--- src/hw/rtl/assert_macros.svh ---
// Assertion macros used by the RTL file that checks its own behavior.
`ifndef ASSERT_MACROS_SVH
`define ASSERT_MACROS_SVH

// Same-cycle implication, masked while reset is high.
`define ASSERT_IMPLIES(label, clk, rst, lhs, rhs) \
  label: assert property (@(posedge clk) disable iff (rst) (lhs) |-> (rhs)) \
    else $error("assertion failed: same-cycle implication");

// Next-cycle implication, masked while reset is high.
`define ASSERT_NEXT(label, clk, rst, lhs, rhs) \
  label: assert property (@(posedge clk) disable iff (rst) (lhs) |=> (rhs)) \
    else $error("assertion failed: next-cycle implication");

`endif

--- src/hw/rtl/ckh_pkg.sv ---
// Types, codes and constants of the cuckoo hash table.
`timescale 1ns / 1ps
package ckh_pkg;

  localparam int TABLE_LOG_MAX_DEF = 10;
  localparam int VALUE_BITS_DEF    = 32;

  localparam int KEY_BITS  = 32;
  localparam int DATA_BITS = 32;
  localparam int CNT_BITS  = 11;
  localparam int CFG_BITS  = 4;
  localparam int CMD_BITS  = 2;
  localparam int STAT_BITS = 3;

  localparam logic [CFG_BITS-1:0] CFG_RESET = 4'd10;
  localparam logic [31:0] MUL_A = 32'hF230D3A1;
  localparam logic [31:0] MUL_B = 32'h8084027F;

  localparam logic [CMD_BITS-1:0] CMD_INSERT = 2'd0;
  localparam logic [CMD_BITS-1:0] CMD_LOOKUP = 2'd1;
  localparam logic [CMD_BITS-1:0] CMD_ERASE  = 2'd2;
  localparam logic [CMD_BITS-1:0] CMD_CLEAR  = 2'd3;

  localparam logic [STAT_BITS-1:0] ST_NEW       = 3'd0;
  localparam logic [STAT_BITS-1:0] ST_UPDATED   = 3'd1;
  localparam logic [STAT_BITS-1:0] ST_FOUND     = 3'd2;
  localparam logic [STAT_BITS-1:0] ST_NOT_FOUND = 3'd3;
  localparam logic [STAT_BITS-1:0] ST_ERASED    = 3'd4;
  localparam logic [STAT_BITS-1:0] ST_CLEARED   = 3'd5;
  localparam logic [STAT_BITS-1:0] ST_FULL      = 3'd6;

  typedef enum logic [3:0] {
    S_INIT, S_IDLE, S_HASH, S_RD1, S_RD2, S_CHK, S_KRD, S_KCHK,
    S_KHASH, S_KPOS, S_CLR, S_CLRFIN, S_DONE
  } state_t;

  typedef enum logic [3:0] {
    DP_NONE, DP_ACCEPT, DP_HASH, DP_RD1, DP_RD2, DP_DECIDE, DP_KRD,
    DP_KCHK, DP_KPOS, DP_CLR, DP_CLR_DONE, DP_EMIT
  } dp_op_t;

  typedef struct packed {
    logic [CMD_BITS-1:0] cmd;
    logic evict_need;
    logic kick_free;
    logic kicks_zero;
    logic clr_last;
    logic out_full;
  } dp_stat_t;

endpackage

--- src/hw/rtl/ckh_ctrl.sv ---
// Sequencer of the cuckoo hash table: walks each request through its steps.
`timescale 1ns / 1ps
module ckh_ctrl (
  input  logic             clk,
  input  logic             rst,
  input  logic             s_tvalid,
  output logic             s_tready,
  input  ckh_pkg::dp_stat_t stat,
  output ckh_pkg::dp_op_t  op
);

  ckh_pkg::state_t state, state_next;

  // State register
  always_ff @(posedge clk) begin
    if (rst) begin
      state <= ckh_pkg::S_INIT;
    end else begin
      state <= state_next;
    end
  end

  // Next state
  always_comb begin
    state_next = state;
    unique case (state)
      ckh_pkg::S_INIT:   if (stat.clr_last) state_next = ckh_pkg::S_IDLE;
      ckh_pkg::S_IDLE:   if (s_tvalid) state_next = ckh_pkg::S_HASH;
      ckh_pkg::S_HASH: begin
        if (stat.cmd == ckh_pkg::CMD_CLEAR) state_next = ckh_pkg::S_CLR;
        else state_next = ckh_pkg::S_RD1;
      end
      ckh_pkg::S_RD1:    state_next = ckh_pkg::S_RD2;
      ckh_pkg::S_RD2:    state_next = ckh_pkg::S_CHK;
      ckh_pkg::S_CHK: begin
        if (stat.evict_need) state_next = ckh_pkg::S_KRD;
        else state_next = ckh_pkg::S_DONE;
      end
      ckh_pkg::S_KRD:    state_next = ckh_pkg::S_KCHK;
      ckh_pkg::S_KCHK: begin
        if (stat.kick_free || stat.kicks_zero) state_next = ckh_pkg::S_DONE;
        else state_next = ckh_pkg::S_KHASH;
      end
      ckh_pkg::S_KHASH:  state_next = ckh_pkg::S_KPOS;
      ckh_pkg::S_KPOS:   state_next = ckh_pkg::S_KRD;
      ckh_pkg::S_CLR:    if (stat.clr_last) state_next = ckh_pkg::S_CLRFIN;
      ckh_pkg::S_CLRFIN: state_next = ckh_pkg::S_DONE;
      ckh_pkg::S_DONE:   if (!stat.out_full) state_next = ckh_pkg::S_IDLE;
      default:           state_next = ckh_pkg::S_INIT;
    endcase
  end

  // Datapath commands
  always_comb begin
    op = ckh_pkg::DP_NONE;
    s_tready = 1'b0;
    unique case (state)
      ckh_pkg::S_INIT:   op = ckh_pkg::DP_CLR;
      ckh_pkg::S_IDLE: begin
        s_tready = 1'b1;
        if (s_tvalid) op = ckh_pkg::DP_ACCEPT;
      end
      ckh_pkg::S_HASH:   op = ckh_pkg::DP_HASH;
      ckh_pkg::S_RD1:    op = ckh_pkg::DP_RD1;
      ckh_pkg::S_RD2:    op = ckh_pkg::DP_RD2;
      ckh_pkg::S_CHK:    op = ckh_pkg::DP_DECIDE;
      ckh_pkg::S_KRD:    op = ckh_pkg::DP_KRD;
      ckh_pkg::S_KCHK:   op = ckh_pkg::DP_KCHK;
      ckh_pkg::S_KHASH:  op = ckh_pkg::DP_HASH;
      ckh_pkg::S_KPOS:   op = ckh_pkg::DP_KPOS;
      ckh_pkg::S_CLR:    op = ckh_pkg::DP_CLR;
      ckh_pkg::S_CLRFIN: op = ckh_pkg::DP_CLR_DONE;
      ckh_pkg::S_DONE:   if (!stat.out_full) op = ckh_pkg::DP_EMIT;
      default:           op = ckh_pkg::DP_NONE;
    endcase
  end

endmodule

--- config.mk ---
export PLATFORM = sky130hd
export DESIGN_NAME = ckh_ctrl
export DESIGN_NICKNAME = d
export VERILOG_FILES = /design/src/hw/rtl/assert_macros.svh /design/src/hw/rtl/ckh_pkg.sv /design/src/hw/rtl/ckh_ctrl.sv
export SDC_FILE = /design/constraint.sdc
export NUM_CORES = 1
export LEC_CHECK = 0
export ABC_AREA = 1
export BUFFER_PORTS_ARGS = -buffer_cell sky130_fd_sc_hd__buf_2
export CAP_MARGIN = 20
export CORE_AREA = 4 4 41 43
export DETAILED_ROUTE_END_ITERATION = 8
export DIE_AREA = 0 0 45 47
export GPL_TIMING_DRIVEN = 1
export HOLD_SLACK_MARGIN = 0.03
export PLACE_DENSITY = 0.59
export SLEW_MARGIN = 15
export SYNTH_ARGS = -nofsm -noshare
export SYNTH_HDL_FRONTEND = slang
export SYNTH_SLANG_ARGS = --single-unit
--- constraint.sdc ---
create_clock -name clk -period 1.1 [get_ports clk]
set_input_delay 0.11 -clock clk [delete_from_list [all_inputs] [get_ports clk]]
set_output_delay 0.11 -clock clk [all_outputs]
set_load 0.02 [all_outputs]
# Word-level counts from Yosys, hierarchy flattened
# Index checks and enable logic that the tools add are counted.
[totals] ff_bits=4 out_inout_bits=5
[op_classes] eq_ne=17 n_mux=12 n_reduce_logical=5
[op_table] operator="$pmux W4 S13" count=1
[op_table] operator="$pmux W4 S11" count=1
[op_table] operator="$mux W4" count=7
[op_table] operator="$eq A4 B4 Y1 const B" count=5
[op_table] operator="$eq A4 B3 Y1 const B" count=4
[op_table] operator="$eq A4 B2 Y1 const B" count=2
[op_table] operator="$ne A2 B2 Y1 const B" count=4
[op_table] operator="$eq A4 B1 Y1 const B" count=1
[op_table] operator="$logic_not A4 Y1" count=1
[op_table] operator="$reduce_and A4 Y1" count=1
[op_table] operator="$reduce_or A2 Y1" count=2
[op_table] operator="$mux W3" count=1
[op_table] operator="$eq A2 B2 Y1 const B" count=1
[op_table] operator="$mux W1" count=2
[op_table] operator="$logic_or A1 B1 Y1" count=1

# Longest topological paths before layout
[logic_depth] ltp_word=3 ltp_mapped=8 depth_no_buf=8

# Worst setup path before layout
# No wires, ideal clock.
[synth_path] kind="reg-to-output" start="register state[0]" end="output port op[0]" arrival_time_ns=1.234 required_ns=0.990 slack_ns=-0.244 stages_incl_launch_ff=7 cell_sequence="dfxtp_1 -> inv_2 -> nor2_4 -> inv_2 -> nor3_2 -> nand2_1 -> nand4_1"
[synth_via] elab_chain_len=3 word_cells_on_any_way=16 classes_between="eq/ne (12); mux (1); reduce/logical (3)"
[synth_lines] item="from (decl)" line="ckh_ctrl.sv:12" text="ckh_pkg::state_t state, state_next;"
[synth_lines] item="from (signal assigned)" line="ckh_ctrl.sv:17" text="state <= ckh_pkg::S_INIT;"
[synth_lines] item="from (signal assigned)" line="ckh_ctrl.sv:19" text="state <= state_next;"
[synth_lines] item="$eq A4 B4 Y1 (tied with other cells)" line="ckh_ctrl.sv:57" text="unique case (state)"
[synth_lines] item="$reduce_or A2 Y1 (no line)"
[synth_lines] item="$pmux W4 S11 (*)" line="ckh_ctrl.sv:57"
[synth_lines] item="to (decl)" line="ckh_ctrl.sv:9" text="output ckh_pkg::dp_op_t op"
# Every way passes the cells marked *; elsewhere a longest branch is shown, timed or not.

# Final worst setup path
# Same ends and word-level chain as after synthesis.

==> out/results.ini <==
[critical_path]
crit_type = reg2out
worstSetupEndpointType = output port
cp.arrival_ns = 1.25
r2r_start = state[0]$_SDFFE_PP0P_
path_max_fanout = 4
r2r_end = state[0]$_SDFFE_PP0P_
reg2reg_depth = 10
cp-start-kind = register
cp.required_ns = 0.99
r2r_slack_ns = -0.23

[yosys]
synth_fp_nets = 83
avgSynthCellArea_um2 = 6.016
ys_ff_latch = 4
synth_cell_types = 20
ys_seq_area_share_pct = 18.23
synth_area_leaders = nand2_1 (20%), dfxtp_1 (18%), nand3_2 (6.8%)
yosysTopAreaCell = nand2_1
ys.flop_type = dfxtp_1
netlist_area_um2 = 439.2
async_reset_ff_share_pct = 0
synth.top_cells.by_count = nand2_1 (23), inv_1 (8), nand3_1 (5), nor2_1 (5)
synth_edf_count = 0
synth.most_common_cell = nand2_1
syn_inst = 73
ys_warn_count = 0
synth_top_cell_area_share_pct = 19.66

[detailed_routing]
dr_total_vias = 568
wire_per_inst_um = 11.02
drt_iter0_drc = 2
ant_nets = 0
routed_wl_um = 1345
drtPass1Iterations = 4
viasPerCell = 4.656
drc_errors = 0

[min_path]
min-delay-path-class = in2reg
holdPathStages = 2
holdCritStartpoint = rst
whs_endpoint = state[0]$_SDFFE_PP0P_

[floorplanning]
die-area_um2 = 2115
dieHeight_um = 47
num_rows = 13
io_pins = 15
core_um2 = 1301
start_util_pct = 33.75
dieWidth_um = 45

[layout]
final_cells = 122
area_growth_pct = 93.45
top_register = state
largest_reg_flops = 4
layout.nets = 118
reg_top3 = state x4
diodes = 0
drive_gt1_share_pct = 68.22

[clock_network]
cts_buffers = 3
clock_path_buffers = 2
h-tree-depth = 1
cts.reportedPaths.clkPinSlew_ns = 0.04
cts.sinks = 4
clock_latency_ns = 0.24
cts-root-buf = clkbuf_4
cts_tree = done
ctsHoldBuffers = 0

[placement]
post-dp-hpwl_um = 988.7
numPortBuffers = 14
dp.cells = 109
place_congestion = 0.7897

[timing]
finalCriticalPeriod_ns = 1.359
worst_pin_slew_ns = 0.1927
slew_violations = 0
period_share_pct = 123.5
finalHoldViolCount = 0
setup_viol = 9
setup_slack_ns = -0.2589
clock.fmax_ghz = 0.7359
maxSlewHeadroom_pct = 87.12
rsz0062_at_grt = yes
tns_ns = -1.667
fin_worst_skew_ns = 0.01042

[job]
drv_cap = 0

[run_status]
violations = setup timing
outcome = complete, but fails checks

[global_route]
grt_max_degree = 7
use_met1_pct = 16.40
grt_overflow_total = 0
antenna_found_initial = 0
busiest_layer = met2
grt_pass1_wl_um = 2235
grtUsageMet3_pct = 2.299
use_met2_pct = 26.27
grt_pass1_vias = 550
track_usage_pct = 14.47

[power_and_ir_drop]
total_leakage_power_nw = 0.3889
irDropWorstVdd_mv = 1.416
power_density_nw_per_um2 = 2517
total_power_mw = 2.138

## kinds of logic (layout without fill, tap and decap cells)
group / Yosys count / count (layout) / synth area share [%]
simple gates: 49 / 49 / 58.69
buf+inv: 13 / 47 / 12.82
compound gates: 7 / 7 / 10.26
flops: 4 / 4 / 18.23
## worst max path at each step
| stage | slack (ns) | start | end |
|---|---|---|---|
| finish | -0.26 | state[0]$_SDFFE_PP0P_ | op[0] |
| global placement | -0.13 | state[3]$_SDFFE_PP0P_ | op[0] |
| floorplan | -0.14 | state[0]$_SDFFE_PP0P_ | op[0] |
| global route | -0.37 | state[0]$_SDFFE_PP0P_ | op[0] |
| detailed placement | -0.15 | state[3]$_SDFFE_PP0P_ | op[0] |
| CTS | -0.26 | state[0]$_SDFFE_PP0P_ | op[0] |
## critical path, cell delays in order (launching register included)
cell and delay (ns):
dfxtp_4 0.39, inv_4 0.04, nor2_4 0.11, inv_2 0.06, nor3_4 0.12, nand2_1 0.09, nand4_1 0.07, buf_4 0.14
## final cells by class
type | count | area [um2]
fillers | 118 | 451.7
multi-input cells | 56 | 411.6
repair buffers | 31 | 247.7
flip-flops and latches | 4 | 95.09
inverters | 12 | 50.05
clock buffers | 4 | 26.28
well taps | 15 | 18.77
## report_power, final
| part | internal [mW] | switching [mW] | leakage [nW] |
|---|---|---|---|
| logic | 0.839 | 0.801 | 0.338 |
| clock network | 0.136 | 0.0608 | 0.0150 |
| registers | 0.207 | 0.0940 | 0.0356 |
## routing by layer
metal | vias to the layer above | wire length [um]
met3 | 0 | 38
li1 | 304 | -
met2 | 6 | 749
met5 | - | 0
met1 | 258 | 557
met4 | 0 | 0
## per-stage QoR
stage / area (um2) / util [%] / setup WS [ns] / hold slack [ns]
6_report: 849.6 / 65.29 / -0.2589 / 0.09477
3_3_place_gp: 593.1 / 45.58 / -0.1263 / 0.3207
4_1_cts: 770.7 / 59.23 / -0.2641 / 0.07380
3_5_place_dp: 593.1 / 45.58 / -0.1453 / 0.3209
5_1_grt: 849.6 / 65.29 / -0.3656 / 0.09128
2_1_floorplan: 455.4 / - / -0.1406 / 0.1694
## repair_timing
item                                    CTS  global route
hold endpoints to repair                  0             0
endpoints found under the setup margin    9             9
resized for setup                        34            16
buffers inserted                          7             2
pin swaps                                13            10
## cells in the final DEF, fill, tap and decap left out
cell type  synthesis  routed
nor2_1             5       1
nand3_4            0       2
inv_2              4       5
o221ai_2           0       1
clkbuf_4           0       3
inv_4              0       2
nand2_1           23      17
buf_2              0       9
o31ai_2            0       1
nor2_4             2       8
nand2_2            2       6
nand3_1            5       5
buf_6              1      10
buf_4              0      12
o21ai_0            1       1
nand3_2            3       1
nand3b_1           2       2
nor2_2             4       2
a21oi_2            1       3
nand2_4            0       2
inv_1              8       5
nand4_1            2       2
clkbuf_1           0       1
o21ai_2            0       1
dfxtp_4            0       4
nor3_4             0       1
No activity file was read; power rests on OpenSTA's default activity.
